### src/sv/allocation_record_table_defines.svh
// ----------------------------------------------------------------------------
// Allocation record table: assertion macros
// Shared concurrent assertion forms, clocked on clk_i, disabled in reset.
// ----------------------------------------------------------------------------
`ifndef ALLOCATION_RECORD_TABLE_DEFINES_SVH
`define ALLOCATION_RECORD_TABLE_DEFINES_SVH

// Same-cycle implication.
`define ART_ASSERT_SAME(label, ante, cons) \
  label: assert property (@(posedge clk_i) disable iff (!rst_ni) (ante) |-> (cons)) \
    else $error("allocation_record_table: same-cycle check failed");

// Next-cycle implication.
`define ART_ASSERT_NEXT(label, ante, cons) \
  label: assert property (@(posedge clk_i) disable iff (!rst_ni) (ante) |=> (cons)) \
    else $error("allocation_record_table: next-cycle check failed");

`endif

### src/sv/art_pkg.sv
// ----------------------------------------------------------------------------
// art_pkg
// Types and constants shared by the allocation record table modules.
// ----------------------------------------------------------------------------
`timescale 1ns / 1ps

package art_pkg;

  localparam int unsigned ADDR_W    = 48;
  localparam int unsigned SLOT_W    = 7;
  localparam int unsigned CMD_W     = 2;
  localparam int unsigned CFG_IDX_W = 2;

  localparam logic [ADDR_W-1:0] REC_OFFSET = ADDR_W'(8);

  localparam logic [CMD_W-1:0] CMD_ADD    = 2'd0;
  localparam logic [CMD_W-1:0] CMD_REMOVE = 2'd1;
  localparam logic [CMD_W-1:0] CMD_CHECK  = 2'd2;

  localparam logic [CFG_IDX_W-1:0] CFG_TINY_START  = 2'd0;
  localparam logic [CFG_IDX_W-1:0] CFG_TINY_END    = 2'd1;
  localparam logic [CFG_IDX_W-1:0] CFG_SMALL_START = 2'd2;
  localparam logic [CFG_IDX_W-1:0] CFG_SMALL_END   = 2'd3;

  typedef struct packed {
    logic [CMD_W-1:0]  cmd;
    logic              size_class;
    logic [ADDR_W-1:0] user_addr;
  } in_t;

  typedef struct packed {
    logic              status;
    logic [SLOT_W-1:0] slot_index;
    logic              in_range;
    logic [ADDR_W-1:0] record_addr;
  } out_t;

  // controller -> datapath
  typedef struct packed {
    logic clr_en;
    logic start;
    logic scan_en;
    logic commit;
    logic set_fail;
    logic load_out;
  } ctrl_t;

  // datapath -> controller
  typedef struct packed {
    logic clr_done;
    logic need_scan;
    logic add_zero;
    logic hit;
    logic miss_end;
  } stat_t;

endpackage

### src/sv/art_ctrl.sv
// ----------------------------------------------------------------------------
// art_ctrl
// Sequencer for clear pass, slot scan and result hand-off.
// ----------------------------------------------------------------------------
`timescale 1ns / 1ps

module art_ctrl (
  input  logic          clk_i,
  input  logic          rst_ni,
  input  logic          in_valid_i,
  output logic          in_ready_o,
  output logic          out_valid_o,
  input  logic          out_ready_i,
  input  art_pkg::stat_t stat_i,
  output art_pkg::ctrl_t ctrl_o
);
  import art_pkg::*;

  typedef enum logic [3:0] {
    ST_CLEAR  = 4'b0001,
    ST_IDLE   = 4'b0010,
    ST_SCAN   = 4'b0100,
    ST_FINISH = 4'b1000
  } state_e;

  state_e state_q, state_d;
  logic   out_valid_q, out_valid_d;

  always_comb begin
    state_d = state_q;
    ctrl_o  = '0;
    unique case (state_q)
      ST_CLEAR: begin
        ctrl_o.clr_en = 1'b1;
        if (stat_i.clr_done) state_d = ST_IDLE;
      end
      ST_IDLE: begin
        if (in_valid_i) begin
          ctrl_o.start    = 1'b1;
          ctrl_o.set_fail = stat_i.add_zero;
          state_d         = stat_i.need_scan ? ST_SCAN : ST_FINISH;
        end
      end
      ST_SCAN: begin
        ctrl_o.scan_en = 1'b1;
        if (stat_i.hit) begin
          ctrl_o.commit = 1'b1;
          state_d       = ST_FINISH;
        end else if (stat_i.miss_end) begin
          ctrl_o.set_fail = 1'b1;
          state_d         = ST_FINISH;
        end
      end
      ST_FINISH: begin
        if (!out_valid_q || out_ready_i) begin
          ctrl_o.load_out = 1'b1;
          state_d         = ST_IDLE;
        end
      end
      default: state_d = ST_CLEAR;
    endcase
  end

  always_comb begin
    out_valid_d = out_valid_q;
    if (out_valid_q && out_ready_i) out_valid_d = 1'b0;
    if (ctrl_o.load_out) out_valid_d = 1'b1;
  end

  always_ff @(posedge clk_i or negedge rst_ni) begin
    if (!rst_ni) begin
      state_q     <= ST_CLEAR;
      out_valid_q <= 1'b0;
    end else begin
      state_q     <= state_d;
      out_valid_q <= out_valid_d;
    end
  end

  assign in_ready_o  = (state_q == ST_IDLE);
  assign out_valid_o = out_valid_q;

endmodule

### config.mk
export PLATFORM = sky130hd
export DESIGN_NAME = art_ctrl
export DESIGN_NICKNAME = d
export VERILOG_FILES = /design/src/sv/allocation_record_table_defines.svh /design/src/sv/art_pkg.sv /design/src/sv/art_ctrl.sv
export SDC_FILE = /design/constraint.sdc
export NUM_CORES = 1
export LEC_CHECK = 0
export BUFFER_PORTS_ARGS = -buffer_cell sky130_fd_sc_hd__buf_2
export CORE_MARGIN = 5
export CORE_UTILIZATION = 32
export DETAILED_ROUTE_END_ITERATION = 8
export RECOVER_POWER = 50
export SKIP_CTS_REPAIR_TIMING = 1
export SYNTH_ARGS = -nofsm -noshare
export SYNTH_HDL_FRONTEND = slang
export SYNTH_SLANG_ARGS = --single-unit
### constraint.sdc
create_clock -name clk_i -period 3.05 [get_ports clk_i]
set_input_delay 0.1525 -clock clk_i [delete_from_list [all_inputs] [get_ports clk_i]]
set_output_delay 0.1525 -clock clk_i [all_outputs]
set_load 0.1 [all_outputs]
# ---- Word level (Yosys, flattened, before mapping)
# Cells that the tools add are included.
dict set report word_totals {
  reg_bits 5
  input_bits 9
  out_inout_bits 8
}
dict set report classes {
  eq_ne 8
  muxes 20
  n_reduce_logical 5
}
# operator count
set ops {}
lappend ops {{$mux 4} 6}
lappend ops {{$pmux 4 s4} 1}
lappend ops {{$mux 1} 11}
lappend ops {{$ne 2x2->1 const B} 3}
lappend ops {{$eq 4x1->1 const B} 1}
lappend ops {{$eq 4x2->1 const B} 1}
lappend ops {{$eq 4x3->1 const B} 1}
lappend ops {{$eq 4x4->1 const B} 1}
lappend ops {{$reduce_and 4->1} 1}
lappend ops {{$ne 3x3->1 const B} 1}
lappend ops {{$mux 2} 1}
lappend ops {{$pmux 1 s2} 1}
lappend ops {{$reduce_bool 2->1} 1}
lappend ops {{$logic_and 1x1->1} 1}
lappend ops {{$logic_not 1->1} 1}
lappend ops {{$logic_or 1x1->1} 1}

# ---- Longest topological paths before layout
dict set report logic_depth {
  word_depth 5
  ltp_mapped 4
  mapped_depth_nobuf 3
}

# ---- Worst setup path before layout
# Ideal clock, no wire load.
dict set report synth_timing {
  path_type {register -> output}
  start {register state_q[0]}
  end {output ctrl_o[5] (netlist bit)}
  t_arrival_ns 3.725
  required_time_ns 2.897
  slack_ns -0.827
  path_stages_with_launch 3
  path_buffers 1
  path_cell_list {dfstp_2 buf_6 nor4b_1}
}
# item line_no
set synth_rtl {}
lappend synth_rtl {{from (decl)} art_ctrl.sv:26} ;# state_e state_q, state_d;
lappend synth_rtl {{from (signal assigned)} art_ctrl.sv:75} ;# state_q <= state_d;
lappend synth_rtl {{to (decl)} art_ctrl.sv:15} ;# output art_pkg::ctrl_t ctrl_o

==> summary.md <==
| Metric | Value |
|---|---|
| Crit-path cells | nor4b_1 -> a32o_2 -> buf_2 |
| Sequential fraction of the synthesis area | 29.5% |
| Mapped Cells | between 40 and 50 |
| Leak | between 0.2 and 0.3 nW |
| Crit path buffers/inverters | 1 |
| Commonest register cell after synthesis | dfrtp_1 |
| Ys Warns | 0 |
| NetSw | 257 uW |
| Total number of vias | between 300 and 400 |
| Worst skew pair latency | around 240 ps |
| Clock transition at path regs | 40 ps |
| Main combinational cell family by area after synthesis | simple AND/OR/NAND/NOR gates |
| Post-layout nets | 69 |
| Post-synth EDFFs | 0 |
| Max-slew violations | 0 |
| Global-route wire length before repair | approximately 1500 um |
| Share of cells above drive strength 1 | 39.0% |
| First-pass DRT Iterations | 2 |
| Synth Area in Compound Gates | 16.4% |
| Switching share of power | 54.2% |
| Port bufs | 16 |
| CTS tree | done |
| Clk sinks | 5 |
| Clock power frac | 16.5% |
| GRT Util Overall | 10.5% |
| Arrival @ worst endpoint | 1980 ps |
| Hold WC Path Type | input pin to flip-flop |
| DR WL/cell | 12.5 um |
| CP Data Required Time | 2900 ps |
| Starting density of the core | 33.3% |
| Number of global-route vias before repair | 369 |
| Synthesized flop and latch total | 5 |
| Rows | 13 |
| Grt ovf | 0 |
| Crit path max fanout | 10 |
| Place WS | about 1300 ps |
| Crit path time final | around 2100 ps |
| Fmax achieved | 468 MHz |
| Reg power frac | ~27% |
| Vias per cell | 4.99 |
| Clock tree buffer depth | 2 |
| Reg-to-reg slack, setup | 1400 ps |
| Asr flop ratio synth | 100% |
| Clock Tree Root | clkbuf_4 |
| Xor and xnor fraction of the mapped netlist area | 2.05% |
| Avg Cell Area, Syn | 10.2 um2 |
| Die Area | roughly 2200 um2 |
| Delay-heaviest family, CP | flip-flops |
| Antenna violations before repair | 0 |
| Post-synthesis mux area share | 0% |
| Startpoint types | flip-flop |
| Critical Path Sink Type | primary output |
| Max-slew headroom | 22.9% |
| Fin Setup TNS | 0 ps |
| CTS H-tree depth | 1 |
| Status | finished clean |
| DIE WIDTH | 46.6 um |
| Path type of the worst setup path | flip-flop to primary output |
| Slew @ Worst Pin | 1160 ps |
| DP HPWL | 709 um |
| Mapped Nets | just over 50 |
| Routed Antenna Nets | 0 |
| Setup ws final | 914 ps |
| Die height | about 47 um |
| ANT cells | 0 |
| RSZ-0062 raised after global routing | no |
| Setup-failing EPs final | 0 |
| Max IR drop VDD | 0.271 mV |
| Initial DRC Count | 1 |
| Comb power frac | between 50% and 60% |
| Final period utilization | a little over two thirds |
| Area share of and/or/nand/nor cells after synthesis | 41.5% |
| Largest stage delay, worst path | 580 ps |
| Largest net degree at the start of global routing | 11 |
| Core ar. | 1280 um2 |
| Distinct cell type count after synthesis | 29 |
| Mapped cell area | 428 um2 |
| Drt drc | 0 |
| Slowest-stage cell, CP | dfrtp_1 |
| PD cells | 907 nW/um2 |
| Synth-to-layout area growth | 22.2% |
| Clock Skews | ~2.7 ps |
| Adder-Cell Fraction of Synth Area | 0% |
| Final hold violations | 0 |
| Total CTS buffers | 3 |
| Internal power | 218 uW |
| DRT Wirelength | 926 um |
| # IOs | 17 |
| Final GP Congestion | 0.711 |
| Max Cap Viol | 0 |
## layout by cell type (no fill, tap or decap), drive strengths merged
cell / count
o41ai: 1
dlygate4sd3: 1
and2: 2
nor3b: 2
a21oi: 2
nor2: 1
or4b: 1
inv: 2
nor4b: 3
nand2b: 2
o21ai: 1
a211oi: 1
buf: 14
dfstp: 1
dfrtp: 4
and2b: 2
o2bb2ai: 1
nand2: 1
clkbuf: 6
or3b: 2
or2: 2
xnor2: 1
a32o: 1
a21o: 1
nor2b: 3
o31ai: 1
## sequential cells by signal (all words and copies together), names as in the netlist
register     cells
out_valid_o      1
state_q          4
## final timing paths
check	from	to	depth (start not counted)
max in group asynchronous	rst_ni	state_q[0]	2
min in group asynchronous	rst_ni	out_valid_o	2
worst min register to register	out_valid_o	out_valid_o	2
worst min-delay path	stat_i[3]	state_q[2]	2
worst max-delay path	state_q[2]	ctrl_o[1]	3
worst max register to register	state_q[2]	state_q[1]	3
## metrics by stage
step	power (mW)	instance area (um2)	util (%)	hold WS (ps)	cells
4_1_cts	0.494	534	41.6	-300	73
2_1_floorplan	0.383	447	-	-143	42
6_report	0.475	523	40.7	149	74
3_3_place_gp	0.412	508	39.5	-29.5	69
5_1_grt	0.505	523	40.7	155	74
3_5_place_dp	0.412	508	39.5	-26.5	69
## per-layer routing
metal	share of wire, %	track usage, %	up-vias
met5	0	0	-
met4	1.3	6.82	0
met3	6.3	3.91	2
met2	46	15.4	17
met1	46	12.5	165
li1	-	-	185
## Yosys cell counts, types with 2 or more instances
master / number / area share (%)
nand2b_1: 2 / 2.9
and2b_1: 2 / 3.5
a21oi_1: 2 / 2.3
and2_1: 2 / 2.9
inv_1: 2 / 1.8
buf_4: 2 / 3.5
buf_6: 2 / 5.3
or3b_1: 2 / 4.1
nor2b_1: 3 / 4.4
dfrtp_1: 4 / 23
## power groups by stage
stage / combinational (mW) / sequential, mW / clock, mW
finish: 0.267 / 0.130 / 0.0781
global route: 0.282 / 0.135 / 0.0872
CTS: 0.272 / 0.139 / 0.0824
detailed placement: 0.271 / 0.140 / 0
global placement: 0.272 / 0.141 / 0
floorplan: 0.268 / 0.115 / 0
## cell families after synthesis
kind of cell           Yosys count
AO/OA/AOI/OAI                    9
XOR/XNOR                         1
buffers and inverters            6
flip-flops                       5
AND/OR/NAND/NOR                 21
## cell type report
cell class / count / area, um2
repair buffers: 17 / 87.6
flip-flops and latches: 5 / 126
multi-input cells: 31 / 256
well taps: 15 / 18.8
inverters: 2 / 7.51
clock buffers: 4 / 26.3
fillers: 133 / 762
## worst register-to-register path, stage by stage, from the launching register on
cell	delay [ps]
dfrtp_1	580
nor4b_1	500
nor3b_2	330
o41ai_1	120
Note: power is estimated with default switching activity, not from simulation.
